$ cat src/rtl/ptq_pkg.sv
// shared types and constants of the periodic timer queue
package ptq_pkg;

  localparam int MAX_RESULTS = 16;
  localparam int RES_W       = $clog2(MAX_RESULTS);
  localparam int PERIOD_W    = 20;
  localparam int TAG_W       = 64;

  typedef enum logic [1:0] {
    OP_TICK   = 2'd0,
    OP_ADD    = 2'd1,
    OP_CANCEL = 2'd2,
    OP_NOP    = 2'd3
  } op_e;

  typedef enum logic [2:0] {
    ST_ADDED     = 3'd0,
    ST_FULL      = 3'd1,
    ST_CANCELLED = 3'd2,
    ST_UNKNOWN   = 3'd3,
    ST_EXPIRED   = 3'd4,
    ST_IDLE      = 3'd5
  } status_e;

  typedef struct packed {
    op_e                 opcode;
    logic [PERIOD_W-1:0] delay;
    logic [PERIOD_W-1:0] interval;
    logic [3:0]          timer_id;
  } req_t;

  typedef struct packed {
    status_e    status;
    logic [3:0] slot_id;
    logic       last;
  } rsp_t;

  // compare unit verdict on one slot
  typedef struct packed {
    logic due;
    logic better;
  } cmp_t;

endpackage

$ cat src/rtl/ptq_ram.sv
// generic single write port ram with registered read
module ptq_ram #(
  parameter int WIDTH = 8,
  parameter int DEPTH = 16
) (
  input  logic                     clk,
  input  logic                     we,
  input  logic [$clog2(DEPTH)-1:0] waddr,
  input  logic [WIDTH-1:0]         wdata,
  input  logic [$clog2(DEPTH)-1:0] raddr,
  output logic [WIDTH-1:0]         rdata
);

  logic [WIDTH-1:0] mem [DEPTH];

  always_ff @(posedge clk) begin
    if (we) begin
      mem[waddr] <= wdata;
    end
    rdata <= mem[raddr];
  end

endmodule

$ cat src/rtl/ptq_cmp.sv
// shared age and order comparator used by the expiry scan
module ptq_cmp import ptq_pkg::*; #(
  parameter int TIME_BITS = 32
) (
  input  logic [TIME_BITS-1:0] now,
  input  logic [TIME_BITS-1:0] deadline,
  input  logic [TAG_W-1:0]     tag,
  input  logic                 best_found,
  input  logic [TIME_BITS-1:0] best_age,
  input  logic [TAG_W-1:0]     best_tag,
  output logic [TIME_BITS-1:0] age,
  output cmp_t                 verdict
);

  assign age            = now - deadline;
  assign verdict.due    = ~age[TIME_BITS-1];
  assign verdict.better = ~best_found || (age > best_age) ||
                          ((age == best_age) && (tag < best_tag));

endmodule

$ cat src/rtl/periodic_timer_queue.sv
// top level of the periodic timer queue: sequencer, slot flags and result register
//
// Holds up to TIMER_SLOTS timers in one slot ram (deadline, period, order tag);
// valid flags live in flip-flops and clear at reset, so no clearing pass is run.
// One item is taken at a time and req_ready is high only while the sequencer is
// idle; a finished result waits in the output register without blocking the next
// item. An unused opcode returns no result; add finds a free slot by walking the
// valid flags one slot per cycle. A tick runs one scan round per expired timer and
// a closing round that finds none, unless the limit of 16 results ends it first;
// in each round a single comparator walks the slot ram one entry per cycle through
// its one read port and picks the next timer by age, then tag. A stall on rsp_ready
// holds the sequencer wherever a result is handed over.
module periodic_timer_queue import ptq_pkg::*; #(
  parameter int TIMER_SLOTS = 16,
  parameter int TIME_BITS   = 32
) (
  input  logic clk,
  input  logic rst,
  input  logic req_valid,
  output logic req_ready,
  input  req_t req,
  output logic rsp_valid,
  input  logic rsp_ready,
  output rsp_t rsp
);

  localparam int SLOT_W  = $clog2(TIMER_SLOTS);
  localparam int CNT_W   = $clog2(TIMER_SLOTS + 1);
  localparam int ENTRY_W = TIME_BITS + PERIOD_W + TAG_W;

  typedef enum logic [2:0] {
    S_IDLE,
    S_ADD,
    S_SCAN,
    S_ROUND,
    S_FINAL,
    S_EMIT
  } state_t;

  state_t                 state;
  logic [TIME_BITS-1:0]   now;
  logic [TAG_W-1:0]       next_tag;
  logic [TIMER_SLOTS-1:0] slot_valid;
  logic [TIMER_SLOTS-1:0] taken;
  logic [CNT_W-1:0]       cnt;
  logic                   rd_vld;
  logic [SLOT_W-1:0]      rd_slot;
  logic                   best_found;
  logic [SLOT_W-1:0]      best_slot;
  logic [TIME_BITS-1:0]   best_age;
  logic [TAG_W-1:0]       best_tag;
  logic [PERIOD_W-1:0]    best_period;
  logic [SLOT_W-1:0]      prev_slot;
  logic                   have_prev;
  logic [RES_W-1:0]       n_res;
  req_t                   req_q;
  rsp_t                   res;

  logic [TAG_W-1:0]       tag_next;
  logic                   out_free;
  logic                   cnt_end;
  logic [SLOT_W-1:0]      cnt_idx;
  logic                   need_emit;
  logic                   round_go;
  logic                   rsp_load;
  logic [SLOT_W+3:0]      id_wide;
  logic                   id_in_range;
  logic [SLOT_W-1:0]      id_idx;

  logic                   ram_we;
  logic [SLOT_W-1:0]      ram_waddr;
  logic [ENTRY_W-1:0]     ram_wdata;
  logic [ENTRY_W-1:0]     ram_rdata;
  logic [TIME_BITS-1:0]   rd_deadline;
  logic [PERIOD_W-1:0]    rd_period;
  logic [TAG_W-1:0]       rd_tag;
  logic [TIME_BITS-1:0]   cmp_age;
  cmp_t                   verdict;

  function automatic logic [TIME_BITS-1:0] add_time(input logic [TIME_BITS-1:0] t,
                                                    input logic [PERIOD_W-1:0]  d);
    logic [TIME_BITS+PERIOD_W-1:0] sum;
    sum = {{PERIOD_W{1'b0}}, t} + {{TIME_BITS{1'b0}}, d};
    return sum[TIME_BITS-1:0];
  endfunction

  function automatic logic [3:0] slot4(input logic [SLOT_W-1:0] s);
    logic [SLOT_W+3:0] w;
    w = {4'b0000, s};
    return w[3:0];
  endfunction

  assign req_ready   = (state == S_IDLE);
  assign tag_next    = next_tag + TAG_W'(1);
  assign out_free    = ~rsp_valid | rsp_ready;
  assign cnt_end     = (cnt == CNT_W'(TIMER_SLOTS));
  assign cnt_idx     = cnt[SLOT_W-1:0];
  assign need_emit   = have_prev | ~best_found;
  assign round_go    = ~need_emit | out_free;
  assign rsp_load    = out_free & (((state == S_ROUND) & need_emit) |
                                   (state == S_FINAL) | (state == S_EMIT));
  assign id_wide     = {{SLOT_W{1'b0}}, req.timer_id};
  assign id_in_range = (id_wide < (SLOT_W+4)'(TIMER_SLOTS));
  assign id_idx      = id_wide[SLOT_W-1:0];

  assign rd_tag      = ram_rdata[TAG_W-1:0];
  assign rd_period   = ram_rdata[TAG_W +: PERIOD_W];
  assign rd_deadline = ram_rdata[TAG_W+PERIOD_W +: TIME_BITS];

  // slot ram write: new timer on add, re-arm at the end of a round
  always_comb begin
    ram_we    = 1'b0;
    ram_waddr = best_slot;
    ram_wdata = {add_time(now, best_period), best_period, tag_next};
    if (state == S_ADD && !cnt_end && !slot_valid[cnt_idx]) begin
      ram_we    = 1'b1;
      ram_waddr = cnt_idx;
      ram_wdata = {add_time(now, req_q.delay), req_q.interval, tag_next};
    end else if (state == S_ROUND && round_go && best_found && best_period != '0) begin
      ram_we = 1'b1;
    end
  end

  ptq_ram #(
    .WIDTH (ENTRY_W),
    .DEPTH (TIMER_SLOTS)
  ) u_slot_ram (
    .clk   (clk),
    .we    (ram_we),
    .waddr (ram_waddr),
    .wdata (ram_wdata),
    .raddr (cnt_idx),
    .rdata (ram_rdata)
  );

  ptq_cmp #(
    .TIME_BITS (TIME_BITS)
  ) u_cmp (
    .now        (now),
    .deadline   (rd_deadline),
    .tag        (rd_tag),
    .best_found (best_found),
    .best_age   (best_age),
    .best_tag   (best_tag),
    .age        (cmp_age),
    .verdict    (verdict)
  );

  always_ff @(posedge clk) begin
    if (rst) begin
      state      <= S_IDLE;
      now        <= '0;
      next_tag   <= '0;
      slot_valid <= '0;
      taken      <= '0;
      rsp_valid  <= 1'b0;
      rd_vld     <= 1'b0;
      best_found <= 1'b0;
      have_prev  <= 1'b0;
      n_res      <= '0;
      cnt        <= '0;
    end else begin
      if (rsp_load) begin
        rsp_valid <= 1'b1;
      end else if (rsp_ready) begin
        rsp_valid <= 1'b0;
      end
      unique case (state)
        S_IDLE: begin
          if (req_valid) begin
            req_q <= req;
            unique case (req.opcode)
              OP_TICK: begin
                now        <= now + TIME_BITS'(1);
                taken      <= '0;
                n_res      <= '0;
                have_prev  <= 1'b0;
                cnt        <= '0;
                rd_vld     <= 1'b0;
                best_found <= 1'b0;
                state      <= S_SCAN;
              end
              OP_ADD: begin
                cnt   <= '0;
                state <= S_ADD;
              end
              OP_CANCEL: begin
                if (id_in_range && slot_valid[id_idx]) begin
                  slot_valid[id_idx] <= 1'b0;
                  res <= '{status: ST_CANCELLED, slot_id: req.timer_id, last: 1'b1};
                end else begin
                  res <= '{status: ST_UNKNOWN, slot_id: req.timer_id, last: 1'b1};
                end
                state <= S_EMIT;
              end
              OP_NOP: begin
              end
              default: begin
              end
            endcase
          end
        end
        S_ADD: begin
          if (cnt_end) begin
            res   <= '{status: ST_FULL, slot_id: 4'd0, last: 1'b1};
            state <= S_EMIT;
          end else if (!slot_valid[cnt_idx]) begin
            slot_valid[cnt_idx] <= 1'b1;
            next_tag            <= tag_next;
            res   <= '{status: ST_ADDED, slot_id: slot4(cnt_idx), last: 1'b1};
            state <= S_EMIT;
          end else begin
            cnt <= cnt + CNT_W'(1);
          end
        end
        S_SCAN: begin
          if (!cnt_end) begin
            cnt     <= cnt + CNT_W'(1);
            rd_vld  <= 1'b1;
            rd_slot <= cnt_idx;
          end else begin
            rd_vld <= 1'b0;
            if (!rd_vld) begin
              state <= S_ROUND;
            end
          end
          if (rd_vld && slot_valid[rd_slot] && !taken[rd_slot] &&
              verdict.due && verdict.better) begin
            best_found  <= 1'b1;
            best_slot   <= rd_slot;
            best_age    <= cmp_age;
            best_tag    <= rd_tag;
            best_period <= rd_period;
          end
        end
        S_ROUND: begin
          if (round_go) begin
            if (best_found) begin
              taken[best_slot] <= 1'b1;
              if (best_period == '0) begin
                slot_valid[best_slot] <= 1'b0;
              end else begin
                next_tag <= tag_next;
              end
              if (have_prev) begin
                rsp <= '{status: ST_EXPIRED, slot_id: slot4(prev_slot), last: 1'b0};
              end
              prev_slot <= best_slot;
              have_prev <= 1'b1;
              if (n_res == RES_W'(MAX_RESULTS - 1)) begin
                state <= S_FINAL;
              end else begin
                n_res      <= n_res + RES_W'(1);
                cnt        <= '0;
                rd_vld     <= 1'b0;
                best_found <= 1'b0;
                state      <= S_SCAN;
              end
            end else begin
              if (have_prev) begin
                rsp <= '{status: ST_EXPIRED, slot_id: slot4(prev_slot), last: 1'b1};
              end else begin
                rsp <= '{status: ST_IDLE, slot_id: 4'd0, last: 1'b1};
              end
              state <= S_IDLE;
            end
          end
        end
        S_FINAL: begin
          if (out_free) begin
            rsp   <= '{status: ST_EXPIRED, slot_id: slot4(prev_slot), last: 1'b1};
            state <= S_IDLE;
          end
        end
        S_EMIT: begin
          if (out_free) begin
            rsp   <= res;
            state <= S_IDLE;
          end
        end
        default: begin
          state <= S_IDLE;
        end
      endcase
    end
  end

endmodule
$ cat config.mk
export PLATFORM = sky130hd
export DESIGN_NAME = periodic_timer_queue
export DESIGN_NICKNAME = d
export VERILOG_FILES = /design/src/rtl/ptq_pkg.sv /design/src/rtl/ptq_ram.sv /design/src/rtl/ptq_cmp.sv /design/src/rtl/periodic_timer_queue.sv
export SDC_FILE = /design/constraint.sdc
export NUM_CORES = 2
export LEC_CHECK = 0
export BUFFER_PORTS_ARGS = -buffer_cell sky130_fd_sc_hd__buf_2
export CAP_MARGIN = 20
export CORE_MARGIN = 3
export CORE_UTILIZATION = 65
export CTS_CLUSTER_DIAMETER = 50
export CTS_CLUSTER_SIZE = 25
export DETAILED_ROUTE_END_ITERATION = 10
export PLACE_DENSITY = 0.81
export SETUP_SLACK_MARGIN = 0.15
export SYNTH_ARGS = -nofsm -noshare
export SYNTH_HDL_FRONTEND = slang
export SYNTH_SLANG_ARGS = --single-unit
$ cat constraint.sdc
create_clock -name clk -period 36.2 [get_ports clk]
set_input_delay 7.24 -clock clk [delete_from_list [all_inputs] [get_ports clk]]
set_output_delay 7.24 -clock clk [all_outputs]
set_load 0.05 [all_outputs]
# --- Word-level counts from Yosys, hierarchy flattened ---
# Memory sizes are Yosys's and may differ from the RTL's. A register that Yosys moved wholly into a read port is not among the register bits.
# Index checks and enable logic that the tools add are counted.
word_totals:
  ff_bits: 328
  mem_bits_rw: 1856
  inputBits: 50
  out_inout_bits: 10
  word_cells: 239
  mem_count: 1
mem_list:
  columns: ["name", "depth", "width", "rd", "rd_ports_with_merged_regs", "wr", "line_no", "text"]
  rows:
  - ["u_slot_ram.mem", 16, 116, 1, 1, 1, "ptq_ram.sv:14", "logic [WIDTH-1:0] mem [DEPTH];"]
op_classes:
  addsub: 7
  n_lt_le_gt_ge: 10
  n_eq_ne: 33
  n_mux: 96
  n_bitwise: 19
  n_reduce_logical: 48
ops:
  columns: ["operator", "count"]
  rows:
  - ["two-way mux 64 bit", 5]
  - ["two-way mux 16 bit", 12]
  - ["case mux 64 bit (2 select lines)", 1]
  - ["two-way mux 116 bit", 1]
  - ["two-way mux 8 bit", 9]
  - ["adder 32 x 20 -> 32 bit", 2]
  - ["adder 64 x 1 -> 64 bit (second input constant)", 1]
  - ["less-than comparator 64 bit", 1]
  - ["case mux 16 bit (3 select lines)", 1]
  - ["two-way mux 5 bit", 8]
  - ["adder 32 x 1 -> 32 bit (second input constant)", 1]
  - ["AND 16 bit", 2]
  - ["== test 32 bit", 1]
  - ["> comparator 32 bit", 1]
  - ["NOT 16 bit", 2]
  - ["OR 16 bit", 2]
  - ["case mux 16 bit (2 select lines)", 1]
  - ["subtractor 32 bit", 1]
  - ["!= test 2 bit (second input constant)", 14]
  - ["two-way mux 3 bit", 9]
  - ["less-than comparator 4 x 5 -> 1 bit (second input constant)", 5]
  - ["two-way mux 1 bit", 25]
  - ["two-way mux 4 bit", 6]
  - ["case mux 8 bit (3 select lines)", 1]
  - ["43 further kinds", 101]

# --- Logic depth before layout (Yosys ltp) ---
logic_depth:
  depth_word: 11
  depth_mapped: 24
  depth_no_buf: 22

# --- By module ---
# Synthesis repeated with hierarchy kept, for this count alone.
hier_totals:
  cells_unflattened: 5014
  area_unflattened_um2: 91691.7
modules_own_cells:
  columns: ["module", "instances", "cells_each", "area_each_um2", "seq_area_each_um2"]
  rows:
  - ["ptq_ram", 1, 2966, 71947.8, 58055.7]
  - ["periodic_timer_queue", 1, 1463, 15602.5, 8348.0]
  - ["ptq_cmp", 1, 585, 4141.5, 0.0]

# --- Least setup slack after synthesis ---
# No wires, ideal clock.
synth_path:
  kind: "input-to-reg"
  start: "input port rst"
  end: "register best_age[0], enable pin"
  setup_time_ns: 0.746
  arrival_ns: 15.583
  t_required_ns: 35.454
  path_slack_ns: 19.871
  cell_stages: 2
  path_buffers: 1
  path_cell_list: "clkbuf_1 -> nor3_1"
synth_via:
  elab_chain_len: 2
synth_lines:
  columns: ["element", "line_no", "text"]
  rows:
  - ["start: declaration", "periodic_timer_queue.sv:18", "input logic rst,"]
  - ["NOT 1 bit (no source line)", null, null]
  - ["AND reduction 3 bit (no source line)", null, null]
  - ["end signal: assignment", "periodic_timer_queue.sv:231", "best_age <= cmp_age;"]
  - ["end: declaration", "periodic_timer_queue.sv:50", "logic [TIME_BITS-1:0] best_age;"]
# Every way passes these cells.
# A chain may end at the register's enable or synchronous reset.

# --- Worst setup path in the final report ---
layout_path:
  start: "input port rsp_ready"
  end: "memory u_slot_ram.mem[6][9] in the netlist's numbering, enable pin"
layout_via:
  elab_chain_len: 9
layout_lines:
  columns: ["element", "line_no", "text"]
  rows:
  - ["start: declaration", "periodic_timer_queue.sv:23", "input logic rsp_ready,"]
  - ["OR 1 bit", "periodic_timer_queue.sv:95", "assign out_free = ~rsp_valid | rsp_ready;"]
  - ["OR 1 bit", "periodic_timer_queue.sv:99", "assign round_go = ~need_emit | out_free;"]
  - ["logical AND 1 bit (3 in series)", "periodic_timer_queue.sv:119", "end else if (state == S_ROUND && round_go && best_found && best_period != '0) begin"]
  - ["two-way mux 1 bit", "periodic_timer_queue.sv:119", null]
  - ["two-way mux 1 bit", "periodic_timer_queue.sv:115", "if (state == S_ADD && !cnt_end && !slot_valid[cnt_idx]) begin"]
  - ["two-way mux 1 bit", "ptq_ram.sv:17", "if (we) begin"]
  - ["two-way mux 1 bit (implied by the code)", "ptq_ram.sv:18", "mem[waddr] <= wdata;"]
  - ["end: declaration", "ptq_ram.sv:14", null]
# Every way passes these cells.

==> metrics.cfg <==
[run_status]
status=finished, final reports clean

[clock_tree]
cts.sinks=2298
h-tree-depth=4
post-cts-setup-buffers=0
cts_resized=0
postCtsHoldBufs=0
cts_root_buf=clkbuf_16
cts.path.max_buffers=3
clk_latency_ps=830
clk_pin_slew_ps=80
numCtsBuffers=161
tritoncts=yes

[floorplan]
top_level_ports=60
fp-row-count=136
die_area_sq_um=144000
core_sq_um=138000
die_x_um=380
start_util_pct=65.8
die_h_um=380

[power_and_ir_drop]
intPower_w=0.00426
cellPowerDensity_nw_per_um2=57.5
pwr-share-clk_pct=34.4
pwr-share-comb_pct=11.7
vdd_drop_max_mv=0.0710
sw_frac_of_total_pct=25.8
total_power_w=0.00575
switchingPower_w=0.00148
seqPwrFrac_pct=53.9
p_leak_nw=31.9

[cells_and_area]
drive_above_1_share_pct=22.4
layout_common_cells=2038 x edfxtp_1, 590 x mux4_2, 256 x dfxtp_1, 254 x nand2_1, 187 x nor2_1
fill_cells=7629
multi_input_area_sq_um=23200
syn_to_final_growth_pct=10.1
final_cell_area_sq_um=100000
instances_no_fill=6938
regArea_sq_um=66400
final_nets=5142
final_common_cell=edfxtp_1

[detailed_routing]
dr_total_vias=46700
ant_nets=0
viasPerCell=6.73
firstDrtPassIters=6
drc=0
wirelength_mm=205
wire_per_inst_um=29.6
drtIter0Drc=6354

[logic_synthesis]
syn_inst=4767
synth-async-reset-ratio_pct=0
synth_top_area_share_pct=67.4
yosysSeqAreaShare_pct=73.2
yosys.area.top_type=edfxtp_1
synth.top_cells.by_area=edfxtp_1 67%, mux4_2 15%, dfxtp_1 5.7%
ys_ff_latch=2298
syn_avg_cell_area_sq_um=19.0
synth_edf_count=2038
ys.warnings.count=0
syn_nets=4975
netlist_area_sq_um=90800
yosysUniqueCellTypes=71
ys.flop_type=edfxtp_1

[worst_setup_path]
path_common_cell=buf_4
cp-start-kind=input port
crit_end=u_slot_ram.mem[6][9]$_DFFE_PP_
crit_slowest_cell=buf_4
cp_max_fo=55
crit_path_max_incr_delay_ps=990
end_kind=flop
worstSetupStartpoint=rsp_ready
r2r_slack_ps=27400
crit_chain=buf_2, nor2b_1, nand2_1, nand3_1, o21ai_4, buf_4, o21ai_0, buf_2, nor2_4, buf_4, buf_4
crit_required_ps=36630
rr_worst_depth=22
reg2reg_to=best_age[14]$_DFFE_PP_
cp_top_family=buffers and inverters
crit_arrival_ps=11290
crit_buf_inv=5
r2r-start=u_slot_ram.rdata[95]$_DFF_P_
worst-setup-path-type=in -> reg
cp_num_cells=11

[grt]
antenna_found_initial=5
grt_pass1_vias=47000
grt.overflow.total=0
grt_util_all_layers_pct=28.9
grt_pass1_wl_mm=309
grt_max_degree=146

[place]
placed_cells=6579
place_ws_ps=24250
placed_area_sq_um=93600
globalplace.congestion=0.887
dpl.hpwl_mm=112
place.port_buffers=59

[hold_path]
whs_path_depth=0
hp-class=reg -> reg

[sta]
setup_viol_count_final=0
hold_violations=0
slew_viol_final=0
maxSlewHeadroom_pct=22.2
clock_skew_ps=48.5
fin_ws_ps=25330
fin_crit_sh_pct=30.0
tightest_slew_ps=1170
period_minus_slack_ps=10870
fmax_mhz=92.0
rsz0062_at_grt=no
fin_tns_setup_ps=0

[job]
maxCapViolCount=0

cells in the mapped netlist (25+ instances only):
cell	instances
a21o_1	34
a21oi_1	135
and3_1	27
buf_1	25
clkbuf_1	170
dfxtp_1	260
edfxtp_1	2038
ha_1	156
inv_1	163
mux4_2	590
nand2_1	254
nand3_1	66
nand4_1	34
nor2_1	206
nor3_1	49
o21ai_0	96
or3_1	38
xnor2_1	98
xor2_1	92
metrics by stage:
stage / hold WS, ps / utilization, %
floorplan: 386 / -
global placement: 387 / 67.7
detailed placement: 389 / 67.8
CTS: 409 / 72.1
global route: 413 / 72.4
finish: 407 / 72.4
flip-flops by register name, indices dropped and copies added, names as in the netlist, 5 cells and up:
signal / count
best_age: 32
rsp: 8
res: 6
best_tag: 64
u_slot_ram.mem: 1856
req_q: 40
cnt: 5
now: 32
slot_valid: 16
next_tag: 64
best_period: 20
u_slot_ram.rdata: 116
taken: 16
how the worst min path moves through the flow:
stage / slack, ps / start / endpoint
after floorplan: 390 / u_slot_ram.rdata[64]$_DFF_P_ / best_period[0]$_DFFE_PP_
after global placement: 390 / u_slot_ram.rdata[69]$_DFF_P_ / best_period[5]$_DFFE_PP_
after detailed placement: 390 / u_slot_ram.rdata[78]$_DFF_P_ / best_period[14]$_DFFE_PP_
after CTS: 410 / u_slot_ram.rdata[78]$_DFF_P_ / best_period[14]$_DFFE_PP_
after global routing: 410 / u_slot_ram.rdata[78]$_DFF_P_ / best_period[14]$_DFFE_PP_
final: 410 / u_slot_ram.rdata[78]$_DFF_P_ / best_period[14]$_DFFE_PP_
cells by family after synthesis:
logic type | after synthesis | share of synthesized area (%)
adders and majority gates | 158 | 2.19
DFF | 2298 | 73.2
buffers and inverters | 363 | 1.51
xor gates and xnor gates | 190 | 1.83
muxes | 599 | 14.7
AOI/OAI and AO/OA | 379 | 2.51
and+or+nand+nor | 780 | 4.05
cell type report:
type                            count  share of cell area (%)
Sequential cell                  2298                    66.4
Clock inverter                    127                    1.66
Clock buffer                      176                    4.21
Inverter                          163                   0.612
Timing Repair Buffer              204                    1.54
Multi-Input combinational cell   2106                    23.2
Antenna cell                        1                 0.00250
Tap cell                         1863                    2.33
power by group through the flow:
stage | clock (W) | sequential (W) | combinational (W)
finish | 0.00198 | 0.00310 | 0.000673
global route | 0.00209 | 0.00311 | 0.000726
CTS | 0.00200 | 0.00310 | 0.000670
detailed placement | 0 | 0.00316 | 0.000662
global placement | 0 | 0.00315 | 0.000640
floorplan | 0 | 0.00314 | 0.000458
layer usage:
layer | track usage (%) | wire length [um] | up-vias
met5 | 0 | 41 | -
li1 | - | - | 19400
met1 | 40.9 | 78100 | 24200
met3 | 4.59 | 17700 | 387
met2 | 47.4 | 104000 | 2698
met4 | 8.45 | 5410 | 6
worst register-to-register path, stage by stage, from the launching register on:
cell       delay (ps)
dfxtp_1           320
inv_1             110
ha_1              430
and4_1            310
nor4b_1           600
o211ai_1          230
and3_1            310
o31a_1            280
o21ai_0           360
xnor2_1           450
inv_1             150
ha_1              340
nand4_1           140
nor4_1            820
nand3_1           330
a2111oi_0         620
buf_4             240
o2111ai_1         160
a31oi_1           210
nand2_1           110
nor3_2            170
buf_4             790
buf_4             900
Note: power is estimated with default switching activity, not from simulation.
